--- src/rtl/fsd_pkg.sv ---
`timescale 1ns / 1ps
// ----------------------------------------------------------------------------
// fsd_pkg: shared types and helpers for the floored signed divider
// Operand width codes, pipeline payload structs and sign-extension helpers.
// ----------------------------------------------------------------------------
package fsd_pkg;

  localparam int unsigned DataW    = 32;
  localparam int unsigned NumSteps = DataW;

  // Operand width codes; the unused code is handled as 32 bit.
  localparam logic [1:0] ACT_W8  = 2'd0;
  localparam logic [1:0] ACT_W16 = 2'd1;
  localparam logic [1:0] ACT_W32 = 2'd2;

  typedef struct packed {
    logic [1:0] act;
    logic       a_neg;
    logic       b_neg;
    logic       div_zero;
    logic       ovf;
  } fsd_ctl_t;

  // Payload of one restoring step: partial remainder, dividend/quotient
  // shift word and divisor magnitude.
  typedef struct packed {
    fsd_ctl_t         ctl;
    logic [DataW-1:0] rem;
    logic [DataW-1:0] quo;
    logic [DataW-1:0] dmag;
  } fsd_div_t;

  // Payload after the floor correction.
  typedef struct packed {
    fsd_ctl_t         ctl;
    logic [DataW-1:0] qval;
    logic [DataW-1:0] rmag;
    logic             rneg;
  } fsd_fix_t;

  function automatic logic [DataW-1:0] sext_act(input logic [DataW-1:0] v,
                                                input logic [1:0] act);
    logic [DataW-1:0] r;
    case (act)
      ACT_W8:  r = {{(DataW-8){v[7]}}, v[7:0]};
      ACT_W16: r = {{(DataW-16){v[15]}}, v[15:0]};
      ACT_W32: r = v;
      default: r = v;
    endcase
    return r;
  endfunction

  function automatic logic [DataW-1:0] min_act(input logic [1:0] act);
    logic [DataW-1:0] r;
    case (act)
      ACT_W8:  r = {{(DataW-7){1'b1}}, 7'd0};
      ACT_W16: r = {{(DataW-15){1'b1}}, 15'd0};
      ACT_W32: r = {1'b1, {(DataW-1){1'b0}}};
      default: r = {1'b1, {(DataW-1){1'b0}}};
    endcase
    return r;
  endfunction

endpackage

--- src/rtl/fsd_fix.sv ---
`timescale 1ns / 1ps
// ----------------------------------------------------------------------------
// fsd_fix: floor correction stage
// Applies operand signs and moves a truncated result to floored form.
// ----------------------------------------------------------------------------
module fsd_fix (
  input  logic              clk_i,
  input  logic              rst_ni,
  input  logic              valid_i,
  output logic              ready_o,
  input  fsd_pkg::fsd_div_t data_i,
  output logic              valid_o,
  input  logic              ready_i,
  output fsd_pkg::fsd_fix_t data_o
);

  logic              sign_diff, adjust;
  fsd_pkg::fsd_fix_t data_d, data_q;
  logic              valid_q;

  assign sign_diff = data_i.ctl.a_neg ^ data_i.ctl.b_neg;
  assign adjust    = sign_diff && (data_i.rem != '0) && !data_i.ctl.div_zero;

  always_comb begin
    data_d.ctl = data_i.ctl;
    // floored quotient: -q - 1 equals ~q when a nonzero remainder is moved
    if (!sign_diff) begin
      data_d.qval = data_i.quo;
    end else if (adjust) begin
      data_d.qval = ~data_i.quo;
    end else begin
      data_d.qval = -data_i.quo;
    end
    data_d.rmag = adjust ? (data_i.dmag - data_i.rem) : data_i.rem;
    data_d.rneg = adjust ? data_i.ctl.b_neg : data_i.ctl.a_neg;
  end

  assign ready_o = !valid_q || ready_i;

  always_ff @(posedge clk_i or negedge rst_ni) begin
    if (!rst_ni) begin
      valid_q <= 1'b0;
    end else if (ready_o) begin
      valid_q <= valid_i;
    end
  end

  always_ff @(posedge clk_i) begin
    if (ready_o && valid_i) begin
      data_q <= data_d;
    end
  end

  assign valid_o = valid_q;
  assign data_o  = data_q;

endmodule

--- config.mk ---
export PLATFORM = sky130hd
export DESIGN_NAME = fsd_fix
export DESIGN_NICKNAME = d
export VERILOG_FILES = /design/src/rtl/fsd_pkg.sv /design/src/rtl/fsd_fix.sv
export SDC_FILE = /design/constraint.sdc
export NUM_CORES = 1
export LEC_CHECK = 0
export ABC_CLOCK_PERIOD_IN_PS = 3300
export BUFFER_PORTS_ARGS = -buffer_cell sky130_fd_sc_hd__clkbuf_2
export CAP_MARGIN = 20
export CORE_AREA = 8 8 132 134
export CTS_BUF_LIST = sky130_fd_sc_hd__clkbuf_8 sky130_fd_sc_hd__clkbuf_16
export CTS_CLUSTER_DIAMETER = 30
export DETAILED_ROUTE_END_ITERATION = 12
export DIE_AREA = 0 0 140 142
export PLACE_DENSITY_LB_ADDON = 0.2
export SYNTH_ARGS = -nofsm -noshare
export SYNTH_HDL_FRONTEND = slang
export SYNTH_SLANG_ARGS = --single-unit
--- constraint.sdc ---
create_clock -name clk_i -period 3.3 [get_ports clk_i]
set_input_delay 0.66 -clock clk_i [delete_from_list [all_inputs] [get_ports clk_i]]
set_output_delay 0.66 -clock clk_i [all_outputs]
set_load 0.1 [all_outputs]
After elaboration in Yosys (flattened, before gate mapping)
Index checks and enable logic that the tools add are counted.
Word-level totals
  register bits: 72
  logic and storage cells: 24
  input port bits: 106
Operators by class
  bitwise operators: 2
  multiplexer cells: 4
  add/subtract/negate cells: 2
  reductions and logical operators: 7
Operators with widths (number)
  $mux W32: 3
  $neg A32 Y32: 1
  $not A32 Y32: 1
  $reduce_bool A32 Y1: 1
  $sub A32 B32 Y32: 1
  $logic_and A1 B1 Y1: 3
  $logic_not A1 Y1: 2
  $logic_or A1 B1 Y1: 1
  $mux W1: 1
  $xor A1 B1 Y1: 1

Depth between registers and ports, before layout
  word-level depth: 5
  depth in mapped cells: 10

Worst setup path before layout
OpenSTA, ideal clock, no wires.
  path kind: reg-to-reg
  from: reg valid_q (netlist: valid_o)
  to: reg data_q, in the netlist data_o[0] (enable)
  required time: 2.864 ns
  setup slack: -0.581 ns
  arrival: 3.444 ns
  cell stages (with the launch flop): 3
  path through: dfrtp_1 nand2b_1 and2_1
Between the ends
  word-level cells in the longest chain between the ends: 3
RTL lines
  from (decl): RTL line fsd_fix.sv:19  | logic valid_q;
  from (signal assigned): RTL line fsd_fix.sv:44  | valid_q <= valid_i;
  $logic_not A1 Y1: RTL line fsd_fix.sv:38  | assign ready_o = !valid_q || ready_i;
  $logic_or A1 B1 Y1: RTL line fsd_fix.sv:38
  named net ready_o: RTL line fsd_fix.sv:10  | output logic ready_o,
  $logic_and A1 B1 Y1: RTL line fsd_fix.sv:49  | if (ready_o && valid_i) begin
  to (signal assigned): RTL line fsd_fix.sv:50  | data_q <= data_d;
  to (decl): RTL line fsd_fix.sv:18  | fsd_pkg::fsd_fix_t data_d, data_q;
The timed path passes the listed nets, and every way through them passes these cells.
A chain may end at the register's enable or synchronous reset.

==> metrics.cfg <==
[run_status]
run_status = complete, no violations

[timing]
min_period_over_period_pct = 90.00
clock.fmax_mhz = 336.7
final.setup.tns_ps = 0
fin_worst_skew_ps = 7.633
drv_slew = 0
period_minus_slack_ps = 2970
tightest_slew_ps = 626.7
grt_setup_unrepaired = no
hold_ws_ps = 86.94
slew_headroom_pct = 57.83
hold_violations = 0
setup_viol = 0

[floorplan]
rows = 46
ios = 179
die_area_sq_mm = 0.01988
start_util_pct = 33.91
die_h_um = 142
core_sq_mm = 0.01542
die_w_um = 140

[synth]
synthTopCellsByCount = edfxtp_1, nand2_1, o21ai_0
ys_warn_count = 0
synth_seq_area_share_pct = 41.23
syn_area_sq_mm = 0.005231
synth.avg_cell_area_sq_um = 9.275
yosys-top-cells-area = edfxtp_1, ha_1, o21ai_0
synthCells = 564
ys_ff_latch = 72
synthArstFlopShare_pct = 1.389
synthFlopType = edfxtp_1
synth_top_cell_area_share_pct = 40.76
yosysMostFrequentCell = edfxtp_1
yosysTopAreaCell = edfxtp_1
syn_nets = 703
synth_edf_count = 71
ys_types = 55

[cells_and_area]
area_growth_pct = 29.04
drive_gt1_share_pct = 29.38
finalNetCount = 893
fill_cells = 1559

[clocking]
numClockSinks = 72
holdBufCountCts = 0
root_buffer = clkbuf_16
clock_path_buffers = 2
cts_resized = 0
h-tree-depth = 3
cts_tree = yes
clk_pin_slew_ps = 60
cts_buffers = 9
insertion_delay_ps = 340
post_cts_buffers = 0

[grt]
use_met2_pct = 28.61
grt_pass1_wl_um = 26410
busiest_layer = met2
grt-ovfl-total = 0
grt_util_met1_pct = 20.31
first_global_vias = 5102
antenna_found_initial = 0
track_usage_pct = 16.59
grt.met3_usage_pct = 3.254
grt_max_degree = 72

[power]
leakagePower_nw = 2.968
vdd_drop_max_v = 0.0002418
p_per_area_mw_per_mm2 = 495.1

[setup_path]
critPathMaxFanout = 6
crit_path_end_kind = flip-flop
crit_arrival_ps = 3040
crit_path_start_kind = input pin
worstPathRequired_ps = 3370
path_class = in -> reg

[route]
vias = 4999
ant_nets = 0
first_pass_iters = 4
wirelength_um = 16770
initialDrtViolationCount = 306
detail_route.wl_per_cell_um = 17.61
routed_via_density = 5.251
drcViolationCount = 0

[job]
maxCapViolCount = 0

[placement]
dp_hpwl_um = 13390
io_buffers = 178
gp_congestion = 0.8759

[hold_path]
hold_path_class = in -> async

-- report_power, final --
part | total, mW | internal [mW] | switching (mW)
logic | 1.29 | 0.327 | 0.967
registers | 1.14 | 1.11 | 0.0213
clock network | 0.912 | 0.520 | 0.391
total | 3.34 | 1.96 | 1.38
-- area by class of cell --
cell class / count / area (sq um) / area share, %
Clock inverter: 6 / 30.03 / 0.4449
Inverter: 42 / 157.7 / 2.335
Antenna cell: 1 / 2.502 / 0.03707
Sequential cell: 72 / 2157 / 31.96
Tap cell: 192 / 240.2 / 3.559
Clock buffer: 10 / 239.0 / 3.540
Timing Repair Buffer: 198 / 1066 / 15.79
Multi-Input combinational cell: 431 / 2858 / 42.34
-- layout by cell type (no fill, tap or decap), types with 4 or more instances in the layout --
master     netlist  routed
clkbuf_2         0     178
clkbuf_16        0       9
nor2b_1          5       5
inv_1           42      44
o31ai_1          8       8
edfxtp_1        71      71
o211a_1          4       4
o21ai_0         53      53
xor2_1          26      26
nor2_1          30      30
o21a_1           8       8
o211ai_1         6       6
nand4_1         10      10
a21o_1          10      10
a21oi_1         42      42
ha_1            32      32
xnor2_1         27      27
nor4_1          13      13
nand2_1         56      56
o311ai_0         6       6
buf_4            0      18
nor3_1          19      19
and2_1           6       5
a31oi_1          6       6
nand3_1         11      11
nand2b_1         9       9
-- logic make-up after synthesis --
kind of cell | share of synthesized area [%]
AOI/OAI and AO/OA | 20.33
xor gates and xnor gates | 8.874
muxes | 0.4066
DFF | 41.23
buffers and inverters | 4.377
adders and majority gates | 8.036
and+or+nand+nor | 16.74
-- critical path: stages --
cell,delay [ps]
clkbuf_2,100
inv_1,40
ha_1,350
a21o_1,210
a31oi_1,190
o21ai_0,160
o2111ai_1,290
a21boi_0,200
or2_2,330
o311ai_0,510
-- sequential cells by signal, indices dropped and copies added (netlist names) --
register  cells
data_o       71
valid_o       1
-- layer usage --
layer | share of wire (%) | wire (um)
met5 | 0 | 0
met4 | 1.7 | 288
met3 | 5.4 | 905
met2 | 48 | 8017
met1 | 45 | 7554
-- metrics by stage --
stage                     worst slack, ps  cell area [sq um]  util (%)  instances  power (mW)
after global routing                151.2               6748     43.75        951       3.494
after floorplan                     152.8               5233         -        564       2.133
final                               330.1               6750     43.76        952       3.342
after global placement             0.3901               6479     42.00        935       2.440
after CTS                           371.6               6748     43.75        951       3.375
after detailed placement            3.977               6479     42.00        935       2.451
-- worst paths after layout --
kind,from,end,slack [ps],cells past startpoint
setup / recovery,data_i[72],data_o[24],330,10
min in group clk_i,data_i[96],data_o[65],500,1
max in group asynchronous,rst_ni,valid_o,3130,1
hold reg to reg,valid_o,valid_o,540,2
hold / removal,rst_ni,valid_o,90,1
setup reg to reg,valid_o,data_o[13],1880,3
No activity file was read; power rests on OpenSTA's default activity.
