===== src/rtl/fsd_pkg.sv =====
`timescale 1ns / 1ps
// ----------------------------------------------------------------------------
// fsd_pkg: shared types and helpers for the floored signed divider
// Operand width codes, pipeline payload structs and sign-extension helpers.
// ----------------------------------------------------------------------------
package fsd_pkg;

  localparam int unsigned DataW    = 32;
  localparam int unsigned NumSteps = DataW;

  // Operand width codes; the unused code is handled as 32 bit.
  localparam logic [1:0] ACT_W8  = 2'd0;
  localparam logic [1:0] ACT_W16 = 2'd1;
  localparam logic [1:0] ACT_W32 = 2'd2;

  typedef struct packed {
    logic [1:0] act;
    logic       a_neg;
    logic       b_neg;
    logic       div_zero;
    logic       ovf;
  } fsd_ctl_t;

  // Payload of one restoring step: partial remainder, dividend/quotient
  // shift word and divisor magnitude.
  typedef struct packed {
    fsd_ctl_t         ctl;
    logic [DataW-1:0] rem;
    logic [DataW-1:0] quo;
    logic [DataW-1:0] dmag;
  } fsd_div_t;

  // Payload after the floor correction.
  typedef struct packed {
    fsd_ctl_t         ctl;
    logic [DataW-1:0] qval;
    logic [DataW-1:0] rmag;
    logic             rneg;
  } fsd_fix_t;

  function automatic logic [DataW-1:0] sext_act(input logic [DataW-1:0] v,
                                                input logic [1:0] act);
    logic [DataW-1:0] r;
    case (act)
      ACT_W8:  r = {{(DataW-8){v[7]}}, v[7:0]};
      ACT_W16: r = {{(DataW-16){v[15]}}, v[15:0]};
      ACT_W32: r = v;
      default: r = v;
    endcase
    return r;
  endfunction

  function automatic logic [DataW-1:0] min_act(input logic [1:0] act);
    logic [DataW-1:0] r;
    case (act)
      ACT_W8:  r = {{(DataW-7){1'b1}}, 7'd0};
      ACT_W16: r = {{(DataW-15){1'b1}}, 15'd0};
      ACT_W32: r = {1'b1, {(DataW-1){1'b0}}};
      default: r = {1'b1, {(DataW-1){1'b0}}};
    endcase
    return r;
  endfunction

endpackage


===== src/rtl/fsd_step.sv =====
`timescale 1ns / 1ps
// ----------------------------------------------------------------------------
// fsd_step: one restoring division step
// Produces one quotient bit per stage with a single trial subtraction.
// ----------------------------------------------------------------------------
module fsd_step (
  input  logic              clk_i,
  input  logic              rst_ni,
  input  logic              valid_i,
  output logic              ready_o,
  input  fsd_pkg::fsd_div_t data_i,
  output logic              valid_o,
  input  logic              ready_i,
  output fsd_pkg::fsd_div_t data_o
);

  logic [fsd_pkg::DataW:0] shifted, trial;
  fsd_pkg::fsd_div_t       data_d, data_q;
  logic                    valid_q;

  assign shifted = {data_i.rem, data_i.quo[fsd_pkg::DataW-1]};
  assign trial   = shifted - {1'b0, data_i.dmag};

  always_comb begin
    data_d      = data_i;
    // keep the trial difference when it did not go negative
    data_d.rem  = trial[fsd_pkg::DataW] ? shifted[fsd_pkg::DataW-1:0]
                                        : trial[fsd_pkg::DataW-1:0];
    data_d.quo  = {data_i.quo[fsd_pkg::DataW-2:0], ~trial[fsd_pkg::DataW]};
  end

  assign ready_o = !valid_q || ready_i;

  always_ff @(posedge clk_i or negedge rst_ni) begin
    if (!rst_ni) begin
      valid_q <= 1'b0;
    end else if (ready_o) begin
      valid_q <= valid_i;
    end
  end

  always_ff @(posedge clk_i) begin
    if (ready_o && valid_i) begin
      data_q <= data_d;
    end
  end

  assign valid_o = valid_q;
  assign data_o  = data_q;

endmodule


===== config.mk =====
export PLATFORM = sky130hd
export DESIGN_NAME = fsd_step
export DESIGN_NICKNAME = d
export VERILOG_FILES = /design/src/rtl/fsd_pkg.sv /design/src/rtl/fsd_step.sv
export SDC_FILE = /design/constraint.sdc
export NUM_CORES = 1
export LEC_CHECK = 0
export BUFFER_PORTS_ARGS = -buffer_cell sky130_fd_sc_hd__buf_2
export CORE_MARGIN = 4
export CORE_UTILIZATION = 52
export DETAILED_ROUTE_END_ITERATION = 8
export PLACE_DENSITY = 0.84
export SETUP_SLACK_MARGIN = 0.5
export SLEW_MARGIN = 10
export SYNTH_ARGS = -nofsm -noshare
export SYNTH_HDL_FRONTEND = slang
export SYNTH_SLANG_ARGS = --single-unit

===== constraint.sdc =====
create_clock -name clk_i -period 9 [get_ports clk_i]
set_input_delay 0.9 -clock clk_i [delete_from_list [all_inputs] [get_ports clk_i]]
set_output_delay 0.9 -clock clk_i [all_outputs]
set_load 0.05 [all_outputs]

After elaboration in Yosys (flattened, before gate mapping):

Index checks and enable logic that the tools add are counted.

* reductions and logical operators: 3
* mux-type cells: 1
* $lt $le $gt $ge: 0
* shift-type cells: 0
* bitwise gates (word level): 1
* $add $sub $neg: 1
* div/mod/pow operators: 0
* equality and inequality tests: 0
* multipliers: 0

Operator list (number)
* 33-bit by 32-bit subtractor with 33-bit output: 1
* 32-bit 2-to-1 mux: 1
* 1-bit logical AND: 1
* 1-bit logical NOT: 1
* 1-bit logical OR: 1
* 1-bit NOT: 1

* memories: 0
* bits of input ports: 106
* output and inout bits: 104
* ROM bits: 0
* bits in writable memories: 0
* logic and storage cells: 15
* flip-flop bits (word level): 103
* latch bits: 0

Logic depth before layout (Yosys ltp):

* depth after elaboration: 3
* gate-level depth with buffers: 13
* gate-level depth less buffers: 12

Worst setup path before layout:

Ideal clock, no wire load.

* path type: input to register
* start: input port ready_i
* end: register data_q (netlist bit data_o[0]) (enable)
* data arrival time: 3.799 ns
* stages: 2
* buffers on the path: 0
* slack: 4.729 ns
* cell sequence: nand2b_1 > and2_1

* longest elaborated chain between the ends: 2

Ends and longest elaborated chain
* from (decl): line fsd_step.sv:13 `input logic ready_i,`
* 1-bit logical OR: line fsd_step.sv:32 `assign ready_o = !valid_q || ready_i;`
* 1-bit logical AND: line fsd_step.sv:43 `if (ready_o && valid_i) begin`
* to (signal assigned): line fsd_step.sv:44 `data_q <= data_d;`
* to (decl): line fsd_step.sv:18 `fsd_pkg::fsd_div_t data_d, data_q;`

Every way passes these cells.
A chain may end at the register's enable or synchronous reset.

==> metrics.md <==
| Metric | Value |
|---|---|
| Status | `finished, final reports clean` |
| Maximum root-to-sink buffer count | `2` |
| Syn Nets | `roughly 600` |
| Sw Pwr | `0.4442 mW` |
| Clock Sinks | `a little over 100` |
| CTS tree | `built` |
| DR WL/cell | `between 15 and 20 µm` |
| DR vias/cell | `5.437` |
| Worst path max stage delay | `660 ps` |
| WL final | `approximately 14,000 µm` |
| Netlist Area Pre-Place | `0.005560 mm²` |
| Switching Fraction | `35.45%` |
| Sequential area share after synthesis | `~56%` |
| Seq cells post-synth | `103` |
| Pint | `roughly 0.8 mW` |
| Drt first-iter violations | `approximately 320` |
| Post-Syn Instances | `~470` |
| Initial Util | `53.62%` |
| Share of cells above drive strength 1 | `a little over a third` |
| Min-Delay Path Class | `in2async` |
| IO buf count | `around 210` |
| Combinational power share | `31.7%` |
| RSZ-0062 raised after global routing | `false` |
| Slowest cell on crit path | `o211ai_4` |
| Clock Pin Slew Worst Setup and Hold Paths | `about 100 ps` |
| Async SR Flop Fraction | `0.9709%` |
| First-pass GRT wire length | `between 20,000 and 25,000 µm` |
| Tightest Pin Transition | `roughly 770 ps` |
| Worst Skew | `roughly 13 ps` |
| Post-synthesis mux area share | `about 5%` |
| # diodes | `0` |
| Post-synth EDFFs | `just over 100` |
| Arr. time, crit path | `between 4000 and 5000 ps` |
| Root Buffer | `clkbuf_8` |
| Clock power share | `approximately 22%` |
| Min Hold Slack | `between 200 and 300 ps` |
| Pleak | `about 3.1 nW` |
| Layout area overhead | `23.76%` |
| Setup crit start kind | `input pin` |
| Fin nets | `between 800 and 900` |
| Gr ovfl total | `0` |
| Largest net degree at the start of global routing | `58` |
| Setup repair bufs after CTS | `0` |
| Sequential share of power | `about 47%` |
| Num CTS Buffers | `9` |
| Hpwl dp | `roughly 11,000 µm` |
| Crit Path Category | `in2reg` |
| Synth Area in Simple Gates | `9.653%` |
| Ys flop type | `edfxtp_1` |
| Worst path top cell family by delay | `compound AO/OA/AOI/OAI gates` |
| Final min period | `between 4000 and 5000 ps` |
| Post_cts resized | `0` |
| Later-pin clock latency in the skew report | `~370 ps` |
| Final worst-path cycle share | `45.58%` |
| Sum of negative setup slack | `0 ps` |
| Post-route ant nets | `0` |
| Adder-Cell Fraction of Synth Area | `around 7.6%` |
| Total number of vias | `4,420` |
| Slew headroom | `about half` |
| FILL cells | `799` |
| WP data required | `slightly above 9000 ps` |
| Final instance area | `a little under 0.007 mm²` |
| Max rail drop VDD | `0.08932 mV` |
| GP Congestion | `between 0.8 and 0.9` |
| P per Cell Area | `approximately 180 mW/mm²` |
| Critical path buffers and inverters | `3` |
| Worst slack at placement | `roughly 4500 ps` |
| Overall die width | `111.4 µm` |
| Cell Chain, Critical Path | `buf_2 > inv_1 > ha_1 > a21oi_4 > o211ai_1 > a221o_1 > a211o_1 > o21a_1 > o211ai_4 > inv_2 > mux2_4` |
| Max Slew Vio Count | `0` |
| Max frequency | `0.2438 GHz` |
| Post-CTS Hold Buffers | `0` |
| Worst Path Max Fanout | `28` |
| Worst setup margin | `approximately 5000 ps` |
| Ys Warns | `0` |
| Remaining DRCs | `0` |
| GRT Total Usage | `a little under a quarter` |
| Die area | `approximately 0.012 mm²` |
| Number of global-route vias before repair | `between 4,000 and 5,000` |
| Ports | `210` |
| Max-cap violation count | `0` |
| Setup Viol. Count Final | `0` |
| Largest family of logic cells by synthesized area | `compound AO/OA/AOI/OAI gates` |
| Row cnt | `37` |
| Dpl cell area | `between 0.006 and 0.007 mm²` |
| Die Y | `approximately 110 µm` |
| Synth unique cells | `50` |
| Post-Synth XOR/XNOR Area | `~3.8%` |
| CP endpoint kind | `flop` |
| Final hold violation count | `0` |
| DR pass1 iterations | `5` |
| Complex-gate fraction of the synthesized area | `approximately 14%` |
| Mean post-synth cell area | `11.93 µm²` |
| Core box area | `between 0.01 and 0.015 mm²` |
| H-tree Lvls | `3` |
| Initial antenna violation count | `0` |
[cells in the final DEF (no fill, tap or decap), types with 11 or more instances in the layout]
cell      Yosys  routed
mux2_4       18      18
ha_1         32      32
edfxtp_1    102     102
nand3_1      11      11
nor2_1       16      16
buf_2         1     209
o21ai_0      24      24
xnor2_1      14      14
inv_1        41      41
a21oi_1      34      34
a21o_1       15      15
nand2_1      44      44
[path summary, 6_finish.rpt]
path                                     startpoint                    to  slack [ps]  cells past startpoint
max in group asynchronous                    rst_ni   valid_o$_DFFE_PN0N_        8630                      1
worst max register to register  valid_o$_DFFE_PN0N_  data_o[80]$_DFFE_PP_        6790                      3
worst min register to register  valid_o$_DFFE_PN0N_   valid_o$_DFFE_PN0N_         560                      2
worst min-delay path                         rst_ni   valid_o$_DFFE_PN0N_         280                      1
worst max-delay path                     data_i[16]  data_o[81]$_DFFE_PP_        4900                     11
min in group clk_i              valid_o$_DFFE_PN0N_   valid_o$_DFFE_PN0N_         560                      2
[metrics by stage]
step	util, %	std cells	total power, mW
finish	66.36	813	1.253
global route	66.36	813	1.313
CTS	66.36	813	1.259
detailed placement	64.67	797	0.9912
global placement	64.67	797	0.9820
floorplan	-	466	0.8945
[state kept, by name, summed over array words and instances, names as in the netlist]
| register | cells |
|---|---|
| data_o | 102 |
| valid_o | 1 |
[power by group through the flow]
stage	sequential, mW	clock (mW)	combinational, mW
finish	0.584	0.272	0.398
global route	0.587	0.299	0.427
CTS	0.584	0.276	0.398
detailed placement	0.595	0	0.396
global placement	0.593	0	0.389
floorplan	0.716	0	0.178
[cell usage after synthesis (all sizes together) (11+ instances only)]
cell | instances | area share (%)
edfxtp | 102 | 55
nand2 | 44 | 3.0
inv | 42 | 2.8
a21oi | 36 | 3.5
ha | 32 | 7.2
o21ai | 24 | 2.2
mux2 | 18 | 4.9
nor2 | 16 | 1.1
a21o | 15 | 2.0
xnor2 | 14 | 2.2
clkbuf | 11 | 0.74
nand3 | 11 | 0.99
[layout make-up]
class	count	area, µm²	area share [%]
repair buffers	210	1054	15.31
inverters	42	157.7	2.291
well taps	136	170.2	2.473
clock inverters	5	43.79	0.6364
multi-input cells	306	2237	32.51
clock buffers	11	131.4	1.909
flip-flops and latches	103	3088	44.87
[cells by family after synthesis]
| logic type | after synthesis |
|---|---|
| adders and majority gates | 33 |
| AOI/OAI and AO/OA | 120 |
| muxes | 18 |
| and+or+nand+nor | 111 |
| buffers and inverters | 57 |
| DFF | 103 |
| xor gates and xnor gates | 24 |
[per-layer routing]
metal / GRT usage [%] / routed length, µm / vias to the layer above
li1: - / - / 2142
met1: 29.13 / 6089 / 2074
met2: 41.01 / 7242 / 191
met3: 3.913 / 898 / 13
met4: 5.515 / 152 / 0
met5: 0 / 0 / -
No activity file was read; power rests on OpenSTA's default activity.
