--- src/rtl/fsd_pkg.sv ---
`timescale 1ns / 1ps
// ----------------------------------------------------------------------------
// fsd_pkg: shared types and helpers for the floored signed divider
// Operand width codes, pipeline payload structs and sign-extension helpers.
// ----------------------------------------------------------------------------
package fsd_pkg;

  localparam int unsigned DataW    = 32;
  localparam int unsigned NumSteps = DataW;

  // Operand width codes; the unused code is handled as 32 bit.
  localparam logic [1:0] ACT_W8  = 2'd0;
  localparam logic [1:0] ACT_W16 = 2'd1;
  localparam logic [1:0] ACT_W32 = 2'd2;

  typedef struct packed {
    logic [1:0] act;
    logic       a_neg;
    logic       b_neg;
    logic       div_zero;
    logic       ovf;
  } fsd_ctl_t;

  // Payload of one restoring step: partial remainder, dividend/quotient
  // shift word and divisor magnitude.
  typedef struct packed {
    fsd_ctl_t         ctl;
    logic [DataW-1:0] rem;
    logic [DataW-1:0] quo;
    logic [DataW-1:0] dmag;
  } fsd_div_t;

  // Payload after the floor correction.
  typedef struct packed {
    fsd_ctl_t         ctl;
    logic [DataW-1:0] qval;
    logic [DataW-1:0] rmag;
    logic             rneg;
  } fsd_fix_t;

  function automatic logic [DataW-1:0] sext_act(input logic [DataW-1:0] v,
                                                input logic [1:0] act);
    logic [DataW-1:0] r;
    case (act)
      ACT_W8:  r = {{(DataW-8){v[7]}}, v[7:0]};
      ACT_W16: r = {{(DataW-16){v[15]}}, v[15:0]};
      ACT_W32: r = v;
      default: r = v;
    endcase
    return r;
  endfunction

  function automatic logic [DataW-1:0] min_act(input logic [1:0] act);
    logic [DataW-1:0] r;
    case (act)
      ACT_W8:  r = {{(DataW-7){1'b1}}, 7'd0};
      ACT_W16: r = {{(DataW-15){1'b1}}, 15'd0};
      ACT_W32: r = {1'b1, {(DataW-1){1'b0}}};
      default: r = {1'b1, {(DataW-1){1'b0}}};
    endcase
    return r;
  endfunction

endpackage

--- src/rtl/fsd_fin.sv ---
`timescale 1ns / 1ps
// ----------------------------------------------------------------------------
// fsd_fin: result formatting and output register
// Signs the remainder, wraps both results to the width and sets flags.
// ----------------------------------------------------------------------------
module fsd_fin (
  input  logic                      clk_i,
  input  logic                      rst_ni,
  input  logic                      valid_i,
  output logic                      ready_o,
  input  fsd_pkg::fsd_fix_t         data_i,
  output logic                      valid_o,
  input  logic                      ready_i,
  output logic [fsd_pkg::DataW-1:0] quotient_o,
  output logic [fsd_pkg::DataW-1:0] remainder_o,
  output logic                      divide_by_zero_o,
  output logic                      overflow_o
);

  logic [fsd_pkg::DataW-1:0] rem_signed;
  logic [fsd_pkg::DataW-1:0] quo_d, quo_q, rem_d, rem_q;
  logic                      dz_q, ovf_q, valid_q;

  assign rem_signed = data_i.rneg ? -data_i.rmag : data_i.rmag;
  assign rem_d      = fsd_pkg::sext_act(rem_signed, data_i.ctl.act);
  assign quo_d      = data_i.ctl.div_zero ? '1
                                          : fsd_pkg::sext_act(data_i.qval, data_i.ctl.act);

  assign ready_o = !valid_q || ready_i;

  always_ff @(posedge clk_i or negedge rst_ni) begin
    if (!rst_ni) begin
      valid_q <= 1'b0;
    end else if (ready_o) begin
      valid_q <= valid_i;
    end
  end

  always_ff @(posedge clk_i) begin
    if (ready_o && valid_i) begin
      quo_q <= quo_d;
      rem_q <= rem_d;
      dz_q  <= data_i.ctl.div_zero;
      ovf_q <= data_i.ctl.ovf && !data_i.ctl.div_zero;
    end
  end

  assign valid_o          = valid_q;
  assign quotient_o       = quo_q;
  assign remainder_o      = rem_q;
  assign divide_by_zero_o = dz_q;
  assign overflow_o       = ovf_q;

endmodule

--- config.mk ---
export PLATFORM = sky130hd
export DESIGN_NAME = fsd_fin
export DESIGN_NICKNAME = d
export VERILOG_FILES = /design/src/rtl/fsd_pkg.sv /design/src/rtl/fsd_fin.sv
export SDC_FILE = /design/constraint.sdc
export NUM_CORES = 1
export LEC_CHECK = 0
export BUFFER_PORTS_ARGS = -buffer_cell sky130_fd_sc_hd__buf_2
export CORE_MARGIN = 8
export CORE_UTILIZATION = 25
export DETAILED_ROUTE_END_ITERATION = 6
export PLACE_DENSITY = 0.54
export SLEW_MARGIN = 20
export SYNTH_ARGS = -nofsm -noshare
export SYNTH_HDL_FRONTEND = slang
export SYNTH_SLANG_ARGS = --single-unit
--- constraint.sdc ---
create_clock -name clk_i -period 6.2 [get_ports clk_i]
set_clock_uncertainty 0.15 [all_clocks]
set_input_delay 1.24 -clock clk_i [delete_from_list [all_inputs] [get_ports clk_i]]
set_output_delay 1.24 -clock clk_i [all_outputs]
set_load 0.005 [all_outputs]
-- Yosys cells after proc, flatten, opt, wreduce, memory -nomap -nowiden
Cells that the tools add are included.
- flip-flop bits (word level): 67
- latch bits: 0
- RAM bits: 0
- ROM bits: 0
- bits of input ports: 75
- output and inout bits: 68
- word-level logic and storage cells: 16
- memories: 0
- add/sub/neg operators: 1
- multipliers: 0
- div/mod/pow operators: 0
- magnitude comparators: 0
- eq/ne operators: 1
- shift operators: 0
- muxes and demuxes: 3
- bitwise operators: 0
- reductions and logical operators: 6
- operators by type and width (kind ; count):
    $pmux 32 s2 ; 2
    $mux 32 ; 1
    $neg 32->32 ; 1
    $eq 2x1->1 const B ; 1
    $logic_and 1x1->1 ; 2
    $logic_not 1->1 ; 2
    $logic_not 2->1 ; 1
    $logic_or 1x1->1 ; 1

-- Depth between registers and ports, before layout
- word-level depth: 3
- mapped depth: 7
- gate-level depth less buffers: 7

-- Worst setup path after synthesis
No wires, ideal clock.
- kind: in2reg
- start: input ready_i
- end: register dz_q, in the netlist divide_by_zero_o, enable pin
- library setup time: 0.431 ns
- arrival time: 2.958 ns
- data required time: 5.619 ns
- slack: 2.661 ns
- stages on the path: 2
- path buffers: 0
- cell sequence: nand2b_1 and2_1
- longest elaborated chain between the ends: 2
- RTL lines (item ; line ; source):
    start, declared ; fsd_fin.sv:13 ; input logic ready_i,
    $logic_or 1x1->1 ; fsd_fin.sv:29 ; assign ready_o = !valid_q || ready_i;
    $logic_and 1x1->1 ; fsd_fin.sv:40 ; if (ready_o && valid_i) begin
    end signal, assigned ; fsd_fin.sv:43 ; dz_q <= data_i.ctl.div_zero;
    end, declared ; fsd_fin.sv:22 ; logic dz_q, ovf_q, valid_q;
No other way between the ends.
A chain may end at the register's enable or synchronous reset.

-- Worst setup path after layout
- start: input data_i[0] in the netlist's numbering
- end: register rem_q (netlist bit remainder_o[29]) (data pin)
- longest elaborated chain between the ends: 2
- RTL lines (item ; line ; source):
    start, declared ; fsd_fin.sv:11 ; input fsd_pkg::fsd_fix_t data_i,
    $mux 32 ; fsd_fin.sv:24 ; assign rem_signed = data_i.rneg ? -data_i.rmag : data_i.rmag;
    $pmux 32 s2 ; fsd_pkg.sv:44 ; case (act)
    via rem_d, one bit ; fsd_fin.sv:21 ; logic [fsd_pkg::DataW-1:0] quo_d, quo_q, rem_d, rem_q;
    end signal, assigned ; fsd_fin.sv:42 ; rem_q <= rem_d;
    end, declared ; fsd_fin.sv:21 ;
The timed path passes the listed nets, and every way through them passes these cells.

==> run metrics <==
flop2flop setup slack 4350 ps; WP data required 6100 ps; synth unique cells 53; GR peak layer met2; CTS buffer count 9; Max FO, Critical Path 33; Area after DPL 4360 µm²; R2R Path End quotient_o[28]$_SDFFCE_PP1P_; CTS Buffer Depth 2; initial antenna violation count 1; design area 4670 µm²; hold-critical path depth 2; YS warnings 0; hold_ws 385 ps; Mapped Nets 339; RSZ-0062 raised after global routing false; gpl congestion 0.776; post-route setup TNS 0 ps; Hold Buf Count CTS 0; Layout Nets 478; Std-Cell Rows 43; Vias/cell 4.61; Syn Inst Count 263; Reg clk slew, reported paths 60 ps; CTS tree built; Post-CTS Setup Bufs 0; Max Cap Viol 0; n_diodes 0; Die X 134 µm; Fmax achieved 0.300 GHz; H-tree depth 3; IO Pins 143; worst hold path type register to register; register bit count reported by yosys 67; vias in the first global route 2864; Avg Cell Area, Syn 13.3 µm²; Worst-Margin Slew 850 ps; Min-Delay Startpoint valid_o$_DFFE_PN0N_; most common flop cell mapped by yosys edfxtp_1; sequential fraction of the synthesis area 57.5%; layout cells sized above 1 48.9%; ANT nets after route 0; die area 18000 µm²; Arr. time, crit path 3230 ps; met2 usage 17.5%; Routed WL per cell 17.0 µm; routed via count 2707; drt pass-1 iters 4; reg2reg start valid_o$_DFFE_PN0N_; grt met1 use 12.9%; Remaining DRCs 0; Hold Fails Final Rpt 0; port bufs 140; Pleak 1.85 nW; Synth async-reset ratio 1.49%; clock sinks 67; Critical Path Sink Type register; WHS Endpoint valid_o$_DFFE_PN0N_; DP HPWL 7.52 mm; post-cts gate resize count 0; period utilization 53.7%; area of the core 13800 µm²; Startpoint Class primary input; Post-Synthesis Cell Area 3490 µm²; Starting Density 25.3%; Die Ht 134 µm; Slew headroom 43.3%; Cell Pwr Density 267 nW/µm²; Tot GR Track Use 11.0%; FILL cells 1435; Area Growth Syn to Fin 34.0%; GR Util met3 4.86%; max-slew violations 0; number of flops mapped to enable cells by yosys 66; clk root buf clkbuf_16; min cycle time layout 3330 ps; worst setup path class primary input to register; global route overflow 0; final wirelength 9.99 mm; Worst-Skew Late Latency 330 ps; initial detailed-routing violation count 133; final setup fails 0; pin count of the biggest net entering global routing 67; FF-to-FF path depth 3; status finished, final reports clean; first-pass GRT wire length 15.6 mm; Peak supply drop 0.110 mV
[where the power goes]
group          internal (mW)  switching, mW  leakage [nW]
clock network          0.335          0.199         0.152
logic                 0.0719         0.0956          1.08
registers              0.538        0.00670         0.622
total                  0.945          0.301          1.85
[cells in the mapped netlist (2+ instances only)]
| cell | count | area (µm²) |
|---|---|---|
| o41ai_2 | 8 | 130 |
| inv_1 | 8 | 30.0 |
| nand4_1 | 3 | 18.8 |
| a31oi_1 | 2 | 12.5 |
| nand3b_1 | 2 | 15.0 |
| o211ai_1 | 3 | 22.5 |
| nand2_1 | 8 | 30.0 |
| o21ai_2 | 10 | 87.6 |
| nor3_1 | 3 | 15.0 |
| a21oi_1 | 2 | 10.0 |
| o2111ai_1 | 2 | 17.5 |
| nor4_1 | 4 | 25.0 |
| o31ai_1 | 6 | 45.0 |
| nor2_1 | 8 | 30.0 |
| or2_2 | 9 | 56.3 |
| buf_6 | 2 | 22.5 |
| xor2_1 | 21 | 184 |
| xnor2_1 | 7 | 61.3 |
| nand2b_1 | 4 | 25.0 |
| clkbuf_1 | 9 | 33.8 |
| o22ai_1 | 2 | 12.5 |
| o21ai_0 | 18 | 90.1 |
| a21o_1 | 25 | 188 |
| edfxtp_1 | 66 | 1980 |
| nor4_4 | 2 | 42.5 |
| o21ai_1 | 2 | 10.0 |
[worst max-delay path: stages]
cell	delay, ps
buf_2	510
inv_1	260
a31oi_2	340
mux2i_4	370
o211a_4	360
o21ai_0	140
[how the worst max path moves through the flow]
stage	from	endpoint	slack, ps
after global placement	data_i[0]	remainder_o[26]$_DFFE_PP_	2540
after global routing	data_i[0]	remainder_o[29]$_DFFE_PP_	2650
final	data_i[0]	remainder_o[29]$_DFFE_PP_	2870
after detailed placement	data_i[0]	remainder_o[29]$_DFFE_PP_	2500
after floorplan	ready_i	divide_by_zero_o$_DFFE_PP_	2660
after CTS	data_i[0]	remainder_o[29]$_DFFE_PP_	2850
[cells in the final DEF (no fill, tap or decap), drive strengths merged, types with 3 or more instances in the layout]
cell type  synthesis  routed
a21o              25      25
a31oi              3       3
buf                4     141
clkbuf             9      11
edfxtp            66      66
inv                8       9
nand2              9       9
nand2b             5       5
nand4              4       4
nor2               8       8
nor3               5       5
nor4               7       7
o211ai             3       3
o21ai             30      30
o31ai              6       6
o41ai              9       9
or2                9       9
xnor2              7       7
xor2              21      21
[final cells by class]
type	count	area, µm²	share of cell area, %
clock buffers	11	253	5.41
clock inverters	5	60.1	1.28
inverters	8	30.0	0.642
multi-input cells	175	1390	29.8
flip-flops and latches	67	2010	42.9
well taps	180	225	4.82
repair buffers	141	708	15.1
[cell families (layout without fill, tap and decap cells)]
| family | Yosys count | in the layout | share of synthesized area (%) |
|---|---|---|---|
| xor+xnor | 28 | 28 | 7.03 |
| buf+inv | 21 | 165 | 2.73 |
| compound gates | 87 | 87 | 20.0 |
| flops | 67 | 67 | 57.5 |
| simple gates | 57 | 57 | 11.4 |
| mux | 2 | 2 | 0.933 |
| fa+ha+maj | 1 | 1 | 0.359 |
[through the flow]
step	total power [mW]	cells	util [%]	worst slack (ps)
final	1.25	587	33.9	2870
after global routing	1.30	587	33.9	2650
after floorplan	0.642	263	-	2660
after global placement	0.724	571	31.6	2540
after CTS	1.27	587	33.9	2850
after detailed placement	0.727	571	31.7	2500
[registers in the layout (all words and copies together), names as in the netlist]
name and count:
valid_o 1, overflow_o 1, divide_by_zero_o 1, remainder_o 32, quotient_o 32
[routing by layer]
layer / routed length [µm] / part of all wire [%] / vias up
met5: 10 / 0.10 / -
met4: 142 / 1.4 / 2
met3: 1030 / 10 / 14
met2: 4500 / 45 / 112
met1: 4310 / 43 / 1285
li1: - / - / 1294
No activity file was read; power rests on OpenSTA's default activity.
