## config.mk

```make
export PLATFORM = sky130hd
export DESIGN_NAME = fsd_prep
export DESIGN_NICKNAME = d
export VERILOG_FILES = /design/src/rtl/fsd_pkg.sv /design/src/rtl/fsd_prep.sv
export SDC_FILE = /design/constraint.sdc
export NUM_CORES = 1
export LEC_CHECK = 0
export ABC_AREA = 1
export BUFFER_PORTS_ARGS = -buffer_cell sky130_fd_sc_hd__buf_2
export CAP_MARGIN = 10
export CORE_MARGIN = 2
export CORE_UTILIZATION = 39
export CTS_CLUSTER_DIAMETER = 30
export CTS_CLUSTER_SIZE = 12
export DETAILED_ROUTE_END_ITERATION = 16
export PLACE_DENSITY_LB_ADDON = 0.15
export SYNTH_ARGS = -nofsm -noshare
export SYNTH_HDL_FRONTEND = slang
export SYNTH_SLANG_ARGS = --single-unit
```

## constraint.sdc

```tcl
create_clock -name clk_i -period 5.7 [get_ports clk_i]
set_input_delay 1.14 -clock clk_i [delete_from_list [all_inputs] [get_ports clk_i]]
set_output_delay 1.14 -clock clk_i [all_outputs]
set_load 0.005 [all_outputs]
```

## src/rtl/fsd_pkg.sv

```systemverilog
`timescale 1ns / 1ps
// ----------------------------------------------------------------------------
// fsd_pkg: shared types and helpers for the floored signed divider
// Operand width codes, pipeline payload structs and sign-extension helpers.
// ----------------------------------------------------------------------------
package fsd_pkg;

  localparam int unsigned DataW    = 32;
  localparam int unsigned NumSteps = DataW;

  // Operand width codes; the unused code is handled as 32 bit.
  localparam logic [1:0] ACT_W8  = 2'd0;
  localparam logic [1:0] ACT_W16 = 2'd1;
  localparam logic [1:0] ACT_W32 = 2'd2;

  typedef struct packed {
    logic [1:0] act;
    logic       a_neg;
    logic       b_neg;
    logic       div_zero;
    logic       ovf;
  } fsd_ctl_t;

  // Payload of one restoring step: partial remainder, dividend/quotient
  // shift word and divisor magnitude.
  typedef struct packed {
    fsd_ctl_t         ctl;
    logic [DataW-1:0] rem;
    logic [DataW-1:0] quo;
    logic [DataW-1:0] dmag;
  } fsd_div_t;

  // Payload after the floor correction.
  typedef struct packed {
    fsd_ctl_t         ctl;
    logic [DataW-1:0] qval;
    logic [DataW-1:0] rmag;
    logic             rneg;
  } fsd_fix_t;

  function automatic logic [DataW-1:0] sext_act(input logic [DataW-1:0] v,
                                                input logic [1:0] act);
    logic [DataW-1:0] r;
    case (act)
      ACT_W8:  r = {{(DataW-8){v[7]}}, v[7:0]};
      ACT_W16: r = {{(DataW-16){v[15]}}, v[15:0]};
      ACT_W32: r = v;
      default: r = v;
    endcase
    return r;
  endfunction

  function automatic logic [DataW-1:0] min_act(input logic [1:0] act);
    logic [DataW-1:0] r;
    case (act)
      ACT_W8:  r = {{(DataW-7){1'b1}}, 7'd0};
      ACT_W16: r = {{(DataW-15){1'b1}}, 15'd0};
      ACT_W32: r = {1'b1, {(DataW-1){1'b0}}};
      default: r = {1'b1, {(DataW-1){1'b0}}};
    endcase
    return r;
  endfunction

endpackage

```

## src/rtl/fsd_prep.sv

```systemverilog
`timescale 1ns / 1ps
// ----------------------------------------------------------------------------
// fsd_prep: operand preparation stage
// Sign-extends the operands, takes magnitudes and detects special cases.
// ----------------------------------------------------------------------------
module fsd_prep (
  input  logic                       clk_i,
  input  logic                       rst_ni,
  input  logic                       valid_i,
  output logic                       ready_o,
  input  logic [1:0]                 action_i,
  input  logic [fsd_pkg::DataW-1:0]  dividend_i,
  input  logic [fsd_pkg::DataW-1:0]  divisor_i,
  output logic                       valid_o,
  input  logic                       ready_i,
  output fsd_pkg::fsd_div_t          data_o
);

  logic [fsd_pkg::DataW-1:0] a_ext, b_ext;
  fsd_pkg::fsd_div_t         data_d, data_q;
  logic                      valid_q;

  assign a_ext = fsd_pkg::sext_act(dividend_i, action_i);
  assign b_ext = fsd_pkg::sext_act(divisor_i, action_i);

  always_comb begin
    data_d.ctl.act      = action_i;
    data_d.ctl.a_neg    = a_ext[fsd_pkg::DataW-1];
    data_d.ctl.b_neg    = b_ext[fsd_pkg::DataW-1];
    data_d.ctl.div_zero = (b_ext == '0);
    data_d.ctl.ovf      = (b_ext == '1) && (a_ext == fsd_pkg::min_act(action_i));
    data_d.rem          = '0;
    data_d.quo          = a_ext[fsd_pkg::DataW-1] ? -a_ext : a_ext;
    data_d.dmag         = b_ext[fsd_pkg::DataW-1] ? -b_ext : b_ext;
  end

  assign ready_o = !valid_q || ready_i;

  always_ff @(posedge clk_i or negedge rst_ni) begin
    if (!rst_ni) begin
      valid_q <= 1'b0;
    end else if (ready_o) begin
      valid_q <= valid_i;
    end
  end

  always_ff @(posedge clk_i) begin
    if (ready_o && valid_i) begin
      data_q <= data_d;
    end
  end

  assign valid_o = valid_q;
  assign data_o  = data_q;

endmodule

```

Word-level counts from Yosys, hierarchy flattened. Cells that the tools add are included. W data, S select, Z words.

Register bits: 71. Input port bits: 70. Output and inout port bits: 104. Logic and storage cells: 26.

Add/sub/neg operators: 2. Equality and inequality tests: 3. Muxes and demuxes: 5. Reductions and logical operators: 6.

Operators with widths (count): $pmux W32 S2 (2); $neg A32 Y32 (2); $mux W31 (2); $pmux W31 S2 (1); $eq A32 B32 Y1 (1); $eq A32 B32 Y1 const B (1); $logic_not A32 Y1 (1); $eq A2 B1 Y1 const B (1); $logic_and A1 B1 Y1 (2); $logic_not A2 Y1 (1); $logic_not A1 Y1 (1); $logic_or A1 B1 Y1 (1).

Logic depth before layout (Yosys ltp). Gate-level depths: netlist of the first run.

Depth in word-level cells: 4. Mapped depth: 15.

Worst setup path before layout of the first run. Ideal clock, no wire load.

Path type: input to register. Start: in valid_i. End: reg data_q (netlist bit data_o[0]) (enable). Arrival: 4575 ps. Slack: 604 ps. Stages: 2. Path buffers: 0. Path through: inv_1 a21oi_1.

Longest elaborated chain between the ends: 1.

RTL lines: from (decl) (line fsd_prep.sv:9) `input logic valid_i,`; $logic_and A1 B1 Y1 (line fsd_prep.sv:48) `if (ready_o && valid_i) begin`; to (signal assigned) (line fsd_prep.sv:49) `data_q <= data_d;`; to (decl) (line fsd_prep.sv:20) `fsd_pkg::fsd_div_t data_d, data_q;`.

No other way between the ends. A chain may end at the register's enable or synchronous reset.

==> results.sh, run 1 <==
export IMPL_filler_instances=1338
export IMPL_clock_sinks=71
export IMPL_floorplan_initialDensity=0.402
export IMPL_cellLeakagePower_nw=2.99
export IMPL_rr_worst_depth=2
export IMPL_num_vias=4749
export IMPL_sw_frac_of_total=0.283
export IMPL_core_mm2=0.0127
export IMPL_commonest_cells_post_synth="186 x nand2_1, 75 x nor2_1, 74 x inv_1, 70 x edfxtp_1, 57 x nand3_1"
export IMPL_ys_warnings_count=0
export IMPL_grt_pass1_vias=4436
export IMPL_r2r_end="data_o[7]$_DFFE_PP_"
export IMPL_tns_ps=0
export IMPL_power_density_mw_per_mm2=248
export IMPL_critical_path_peak_fanout=29
export IMPL_async_flop_share=0.0141
export IMPL_ctsHoldBuffers=0
export IMPL_max_slew_margin_rel=0.431
export IMPL_yosysSeqAreaShare=0.416
export IMPL_synth_ff_type="edfxtp_1"
export IMPL_final_min_clock_period_ps=3460
export IMPL_pre_cts_slack_ps=1870
export IMPL_drv_cap=0
export IMPL_cts_repair_resize_count=0
export IMPL_cp_required_ps=5800
export IMPL_delay_of_the_slowest_critical_path_stage_ps=630
export IMPL_mappedNetlistArea_mm2=0.00511
export IMPL_worst_ir_drop_vdd_mv=0.125
export IMPL_globalRouteOverflowTotal=0
export IMPL_synth_most_common_cell="nand2_1"
export IMPL_wirelength_met1_mm=6.09
export IMPL_report_final_slew_viol_count=0
export IMPL_seq_power_share=0.426
export IMPL_critPathSlowestCell="inv_1"
export IMPL_max_clock_buf_depth=2
export IMPL_fin_hold_ws_ps=563
export IMPL_post_cts_setup_buffers=0
export IMPL_clk_pin_slew_worst_paths_ps=50
export IMPL_synth_edf_count=70
export IMPL_postLayoutCoreUtil=0.481
export IMPL_critical_path_top_cell_by_count="nand2_1"
export IMPL_status="completed"
export IMPL_chipWidth_um=118
export IMPL_combinationalPowerShare=0.220
export IMPL_crit_arrival_ps=3560
export IMPL_antenna_violations_before_repair=0
export IMPL_clkLatencyLatePin_ps=340
export IMPL_seq_area_mm2=0.00213
export IMPL_regToRegSetupSlack_ps=3580
export IMPL_fp_dieArea_mm2=0.0140
export IMPL_cp_delay_by_family_top="simple AND/OR/NAND/NOR gates"
export IMPL_antennaDiodeCount=0
export IMPL_hold_viol=0
export IMPL_met3_length_um=969
export IMPL_die_h_um=118
export IMPL_detail_route_first_pass_iterations=6
export IMPL_numCtsBuffers=9
export IMPL_share_clk_of_total_power=0.354
export IMPL_wirelength_mm=14.2
export IMPL_topRoutingLayerUsed="met4"
export IMPL_place_hpwl_mm=11.4
export IMPL_critPathKind="in2reg"
export IMPL_drive_gt1_frac=0.241
export IMPL_flow_area_growth_from_synthesis_pct=19.6
export IMPL_regToRegStartpoint="valid_o$_DFFE_PN0N_"
export IMPL_final_setup_worst_slack_ps=2240
export IMPL_clock_root_buffer="clkbuf_16"
export IMPL_synth_top_cells_by_area="edfxtp_1 41%, nand2_1 14%, nand3_1 5.6%"
export IMPL_tightest_slew_ps=852
export IMPL_timing_critical_path_cells="buf_2 -> nor2_4 -> nand2_4 -> nand3_4 -> o21ai_1 -> buf_4 -> inv_1 -> nand2_1 -> nand4_1 -> nand2_1"
export IMPL_gp_congestion=0.932
export IMPL_switchingPower_mw=0.430
export IMPL_post_route_drc_count=0
export IMPL_drt_vias_per_instance=4.85
export IMPL_cts_htree_levels=3
export IMPL_netlist_area_leader_share=0.411
export IMPL_post_synth_num_cell_types=38
export IMPL_min_path_type="in2async"
export IMPL_fin_worst_skew_ps=4.15
export IMPL_rsz_0062_raised_after_global_routing="no"
export IMPL_area_of_the_multi_input_gates_mm2=0.00246
export IMPL_crit_buf_inv=3
export IMPL_finalSetupViolCount=0
export IMPL_critPathLaunchType="primary input"
export IMPL_grt_start_max_net_pins=46
export IMPL_layout_worst_path_cycle_share=0.608
export IMPL_yosysTopAreaCell="edfxtp_1"
export IMPL_detail_route_wl_per_cell_um=14.5
export IMPL_grt_pass1_wl_mm=22.6
export IMPL_fin_nets=877
export IMPL_synth_seq_cells=71
export IMPL_drt_first_iter_violations=312
export IMPL_groute_usage_overall=0.205
export IMPL_port_buffers=141
export IMPL_tritoncts="built"
export IMPL_syn_inst_count=666
export IMPL_postSynthAreaPerCell_um2=7.67
export IMPL_std_cell_rows=41
export IMPL_clock_fmax_mhz=289
export IMPL_met2RoutedLength_mm=6.81
export IMPL_num_io_pins=174
export IMPL_setup_worst_path_end_class="register"
export IMPL_detail_route_antenna_nets=0
export IMPL_int_pwr_mw=1.09
worst register-to-register path, delay by kind of cell (launching register included):
kind | cells | cell delay, ps
buffers and inverters | 1 | 610
AOI/OAI and AO/OA | 1 | 690
DFF | 1 | 420
power groups by stage:
stage / Sequential, mW / Combinational (mW) / Clock (mW)
5_1_grt: 0.651 / 0.376 / 0.570
3_5_place_dp: 0.658 / 0.333 / 0
2_1_floorplan: 0.667 / 0.221 / 0
3_3_place_gp: 0.657 / 0.336 / 0
6_report: 0.647 / 0.333 / 0.538
4_1_cts: 0.648 / 0.335 / 0.554
registers in the layout, indices dropped and copies added (netlist names):
register  flops
data_o       70
valid_o       1
final cells by class:
class,instances,area share
Clock buffer,10,0.0374
Clock inverter,5,0.00818
Inverter,79,0.0493
Multi-Input combinational cell,499,0.403
Sequential cell,71,0.348
Tap cell,172,0.0352
Timing Repair Buffer,144,0.119
per-stage QoR:
stage	instance area, um^2	instances	power, mW
after floorplan	5230	697	0.888
after global placement	5840	965	0.993
final	6110	980	1.52
after detailed placement	5840	965	0.991
after CTS	6110	980	1.54
after global routing	6110	980	1.60
worst max path at each step:
stage	from	endpoint	slack (ps)	cells past startpoint
2_1_floorplan	valid_i	data_o[0]$_DFFE_PP_	600	2
3_3_place_gp	action_i[1]	data_o[53]$_DFFE_PP_	1940	10
5_1_grt	action_i[1]	data_o[61]$_DFFE_PP_	1960	10
4_1_cts	action_i[1]	data_o[61]$_DFFE_PP_	2240	10
3_5_place_dp	action_i[1]	data_o[61]$_DFFE_PP_	1870	10
6_report	action_i[1]	data_o[61]$_DFFE_PP_	2240	10
logic make-up (layout without fill, tap and decap cells):
logic type,count (synthesis),after routing,share of synthesized area
AOI/OAI and AO/OA,40,40,0.0448
xor gates and xnor gates,34,34,0.0583
adders and majority gates,3,3,0.00734
buffers and inverters,127,238,0.127
DFF,71,71,0.416
other,1,32,0.000734
and+or+nand+nor,390,390,0.346
layout by cell type, fill, tap and decap left out, types with 4 or more instances in the layout:
cell       instances
clkbuf_16          9
a21oi_1            8
nand2_1          186
nand4_1           19
nand3b_1           8
buf_2            141
edfxtp_1          70
nor3_1            10
o21ai_1            5
inv_1             74
o21ai_0           20
nor2_2             8
xnor2_1           13
or2_2             10
inv_2              4
nand3_1           57
conb_1            32
xor2_1            21
nor2_1            75
layer usage:
layer,GRT usage,vias up
met2,0.340,194
met3,0.0468,22
met1,0.259,2157
met5,0,-
met4,0.0811,0
li1,-,2376
Note: power is estimated with default switching activity, not from simulation.
==> run 2, diff against run 1 <==
Clock period 5.7 ns to 3.1 ns, I/O delays scaled along.
==> results.sh, run 2 (synthesis gave the netlist of run 1 again) <==
export IMPL_core_mm2=0.0127
export IMPL_cts_repair_resize_count=0
export IMPL_layout_worst_path_cycle_share=0.801
export IMPL_clk_pin_slew_worst_paths_ps=60
export IMPL_timing_critical_path_cells="buf_2 -> nor2_4 -> nand2_4 -> nand2_2 -> inv_2 -> nand2_1 -> nand2_1 -> inv_2 -> o21ai_0 -> xor2_1"
export IMPL_gp_congestion=0.904
export IMPL_cellLeakagePower_nw=3.01
export IMPL_fin_worst_skew_ps=7.06
export IMPL_fin_nets=880
export IMPL_worst_ir_drop_vdd_mv=0.218
export IMPL_tightest_slew_ps=503
export IMPL_max_clock_buf_depth=2
export IMPL_drv_cap=0
export IMPL_min_path_type="in2async"
export IMPL_post_route_drc_count=0
export IMPL_die_h_um=118
export IMPL_tns_ps=0
export IMPL_drive_gt1_frac=0.248
export IMPL_grt_start_max_net_pins=71
export IMPL_max_reg_flops=70
export IMPL_num_io_pins=174
export IMPL_grt_pass1_vias=4666
export IMPL_power_density_mw_per_mm2=466
export IMPL_port_buffers=141
export IMPL_finalInstanceArea_mm2=0.00617
export IMPL_cp_delay_by_family_top="simple AND/OR/NAND/NOR gates"
export IMPL_clkLatencyLatePin_ps=350
export IMPL_ctsHoldBuffers=0
export IMPL_finalSetupViolCount=0
export IMPL_postLayoutCoreUtil=0.485
export IMPL_wirelength_mm=14.6
export IMPL_regToRegStartpoint="valid_o$_DFFE_PN0N_"
export IMPL_detail_route_first_pass_iterations=5
export IMPL_antenna_violations_before_repair=0
export IMPL_crit_buf_inv=3
export IMPL_final_min_clock_period_ps=2480
export IMPL_crit_arrival_ps=2570
export IMPL_drt_vias_per_instance=4.82
export IMPL_drt_first_iter_violations=240
export IMPL_status="completed"
export IMPL_globalRouteOverflowTotal=0
export IMPL_critPathKind="in2reg"
export IMPL_setup_worst_path_end_class="register"
export IMPL_fp_dieArea_mm2=0.0140
export IMPL_cp_required_ps=3190
export IMPL_antennaDiodeCount=0
export IMPL_post_cts_setup_buffers=0
export IMPL_groute_usage_overall=0.215
export IMPL_filler_instances=1358
export IMPL_report_final_slew_viol_count=0
export IMPL_critPathLaunchType="primary input"
export IMPL_cts_htree_levels=3
export IMPL_total_power_mw=2.87
export IMPL_chipWidth_um=118
export IMPL_rsz_0062_raised_after_global_routing="no"
export IMPL_numCtsBuffers=9
export IMPL_most_common_cell_after_layout_fill_and_taps_aside="nand2_1"
export IMPL_final_cell_mix="186 x nand2_1, 141 x buf_2, 75 x nor2_1, 74 x inv_1, 70 x edfxtp_1"
export IMPL_grt_pass1_wl_mm=23.6
export IMPL_floorplan_initialDensity=0.402
export IMPL_num_vias=4738
export IMPL_flow_area_growth_from_synthesis_pct=20.7
export IMPL_detail_route_antenna_nets=0
export IMPL_clock_sinks=71
export IMPL_placed_cell_area_mm2=0.00587
export IMPL_crit_start="action_i[0]"
export IMPL_hold_viol=0
export IMPL_max_slew_margin_rel=0.662
export IMPL_detail_route_wl_per_cell_um=14.9
export IMPL_critical_path_peak_fanout=29
export IMPL_std_cell_rows=41
export IMPL_clock_root_buffer="clkbuf_16"
export IMPL_clock_fmax_mhz=403
export IMPL_place_hpwl_mm=11.5
export IMPL_delay_of_the_slowest_critical_path_stage_ps=390
export IMPL_critPathSlowestCell="inv_2"
export IMPL_tritoncts="built"
==> run 2: cell count changes in the layout (fill, tap and decap cells not counted) <==
cell,delta
buf_12,+1
buf_4,+2
clkbuf_1,-1
clkinv_1,-1
clkinvlp_4,+1
inv_6,+2
==> run 2: cell type report <==
cell class | count | area [um^2] | area share
Clock buffer | 9 | 225 | 0.0365
Clock inverter | 7 | 71.3 | 0.0116
Inverter | 79 | 302 | 0.0489
Multi-Input combinational cell | 499 | 2460 | 0.399
Sequential cell | 71 | 2130 | 0.345
Tap cell | 172 | 215 | 0.0349
Timing Repair Buffer | 147 | 763 | 0.124
==> run 2: path summary, 6_finish.rpt <==
kind                                        end  slack, ps  depth (start not counted)
max                        data_o[12]$_DFFE_PP_        620                         10
min                         valid_o$_DFFE_PN0N_         40                          1
max reg2reg                data_o[56]$_DFFE_PP_       1720                          2
min reg2reg                 valid_o$_DFFE_PN0N_        590                          2
max in group asynchronous   valid_o$_DFFE_PN0N_       2970                          1
min in group clk_i         data_o[32]$_DFFE_PP_        500                          1
==> run 2: report_power, final <==
group / internal [mW] / switching [mW]
Clock: 0.624 / 0.434
Sequential: 1.17 / 0.0208
Combinational: 0.227 / 0.398
Total: 2.02 / 0.852
==> run 2: stage by stage <==
stage | hold WS, ps | setup slack [ps] | cells
floorplan | 324 | 805 | 697
global placement | 396 | 348 | 968
detailed placement | 398 | 261 | 968
CTS | 31.0 | 627 | 984
global route | 33.8 | 410 | 984
finish | 42.9 | 618 | 984
==> run 2: worst reg2reg max path: cells and delay by family, from the launching register on <==
family | cells | cell delay (ps)
flops | 1 | 420
buf+inv | 1 | 290
compound gates | 1 | 180
==> run 2: routing by layer <==
metal | track usage | vias to the layer above | wire length [um]
li1 | - | 2390 | -
met1 | 0.268 | 2170 | 6510
met2 | 0.360 | 148 | 6960
met3 | 0.0401 | 30 | 745
met4 | 0.0997 | 0 | 409
met5 | 0 | - | 0
==> run 3, diff against run 2 <==
Clock period 3.1 ns to 2.5 ns, I/O delays scaled along.
==> results.sh, run 3 (synthesis gave the netlist of run 1 again) <==
export IMPL_status="completed"
export IMPL_grt_start_max_net_pins=71
export IMPL_globalRouteOverflowTotal=0
export IMPL_gp_congestion=0.917
export IMPL_worst_ir_drop_vdd_mv=0.230
export IMPL_hold_path_startpoint="divisor_i[0]"
export IMPL_post_cts_setup_buffers=0
export IMPL_r2r_end="data_o[1]$_DFFE_PP_"
export IMPL_timing_hold_worst_path_depth=1
export IMPL_clkLatencyLatePin_ps=350
export IMPL_timing_critical_path_cells="buf_2 -> inv_6 -> nand2_4 -> nor2_1 -> nor2_2 -> nand2_1 -> nor2_2 -> nand3_1 -> o21ai_1 -> o21ai_0"
export IMPL_groute_usage_overall=0.215
export IMPL_clock_fmax_mhz=475
export IMPL_finalInstanceArea_mm2=0.00631
export IMPL_cp_required_ps=2580
export IMPL_wirelength_mm=14.8
export IMPL_flow_area_growth_from_synthesis_pct=23.5
export IMPL_num_vias=4892
export IMPL_regToRegStartpoint="valid_o$_DFFE_PN0N_"
export IMPL_core_mm2=0.0127
export IMPL_finalSetupViolCount=0
export IMPL_delay_of_the_slowest_critical_path_stage_ps=320
export IMPL_drv_cap=0
export IMPL_drt_first_iter_violations=418
export IMPL_drive_gt1_frac=0.259
export IMPL_cts_repair_resize_count=0
export IMPL_rr_worst_depth=2
export IMPL_setup_worst_path_end_class="register"
export IMPL_std_cell_rows=41
export IMPL_numCtsBuffers=9
export IMPL_fin_worst_skew_ps=11.2
export IMPL_placed_cell_area_mm2=0.00602
export IMPL_tritoncts="built"
export IMPL_clock_sinks=71
export IMPL_grt_pass1_vias=4686
export IMPL_finalNonFillerCells=1001
export IMPL_detail_route_antenna_nets=0
export IMPL_rsz_0062_raised_after_global_routing="no"
export IMPL_dp_cells=985
export IMPL_clock_root_buffer="clkbuf_16"
export IMPL_final_min_clock_period_ps=2110
export IMPL_cellLeakagePower_nw=3.10
export IMPL_antennaDiodeCount=0
export IMPL_critPathSlowestCell="nor2_2"
export IMPL_drt_vias_per_instance=4.89
export IMPL_crit_arrival_ps=2190
export IMPL_whs_endpoint="data_o[0]$_DFFE_PP_"
export IMPL_most_common_cell_after_layout_fill_and_taps_aside="nand2_1"
export IMPL_max_reg_flops=70
export IMPL_fin_nets=898
export IMPL_min_path_type="in2reg"
export IMPL_critPathKind="in2reg"
export IMPL_ctsHoldBuffers=1
export IMPL_antenna_violations_before_repair=0
export IMPL_cts_htree_levels=3
export IMPL_place_hpwl_mm=11.6
export IMPL_fp_dieArea_mm2=0.0140
export IMPL_detail_route_wl_per_cell_um=14.8
export IMPL_critPathLaunchType="primary input"
export IMPL_num_io_pins=174
export IMPL_die_h_um=118
export IMPL_final_cell_mix="186 x nand2_1, 141 x buf_2, 75 x nor2_1, 74 x inv_1, 70 x edfxtp_1"
export IMPL_clk_pin_slew_worst_paths_ps=60
export IMPL_critical_path_peak_fanout=15
export IMPL_power_density_mw_per_mm2=563
export IMPL_post_route_drc_count=0
export IMPL_regToRegSetupSlack_ps=1170
export IMPL_detail_route_first_pass_iterations=5
export IMPL_grt_pass1_wl_mm=23.7
export IMPL_critical_path_top_cell_by_count="nor2_2"
export IMPL_layout_worst_path_cycle_share=0.843
export IMPL_hold_viol=0
export IMPL_report_final_slew_viol_count=0
export IMPL_tns_ps=0
export IMPL_chipWidth_um=118
export IMPL_floorplan_initialDensity=0.402
export IMPL_port_buffers=141
export IMPL_max_clock_buf_depth=2
[run 3: changes by cell type in the layout (fill, tap and decap cells not counted), sizes merged]
cell         delta
clkinvlp        -1
buf            +17
clkinv          +1
dlygate4sd3     +1
inv             -2
clkbuf          +1
[run 3: worst max-delay path by stage]
stage	from	end	slack (ps)	cells past startpoint
finish	action_i[1]	data_o[21]$_DFFE_PP_	390	10
global route	action_i[1]	data_o[21]$_DFFE_PP_	200	10
global placement	action_i[1]	data_o[21]$_DFFE_PP_	7	10
floorplan	ready_i	data_o[0]$_DFFE_PP_	320	2
detailed placement	action_i[1]	data_o[22]$_DFFE_PP_	40	15
CTS	action_i[1]	data_o[22]$_DFFE_PP_	410	15
[run 3: cell type report]
type	instances	area, um^2
fillers	1319	6410
multi-input cells	499	2460
clock buffers	10	229
clock inverters	5	50.0
well taps	172	215
inverters	79	302
flip-flops and latches	71	2130
repair buffers	165	926
[run 3: stage by stage]
stage               worst slack (ps)  power, mW  hold WS, ps   util
finish                           393       3.55          365  0.496
global route                     205       3.74          361  0.496
CTS                              407       3.58          353  0.496
detailed placement              37.8       2.31          277  0.473
global placement                6.60       2.31          275  0.473
floorplan                        325       2.02          204      -
[run 3: layer usage]
metal	vias up	GRT usage	share of wire	routed length (um)
met5	-	0	0	0
met4	0	0.103	0.030	446
met3	32	0.0439	0.067	986
met2	225	0.347	0.47	6910
met1	2210	0.276	0.44	6430
li1	2425	-	-	-
[run 3: worst max-delay path: cells and delay by family]
kind,cells,cell delay (ps)
buf+inv,2,270
simple gates,6,1050
compound gates,2,350
[run 3: power by group]
group	internal, mW	leakage [nW]	switching (mW)
sequential	1.45	0.682	0.0261
clock	0.759	0.133	0.504
combinational	0.309	2.29	0.504
total	2.52	3.10	1.03
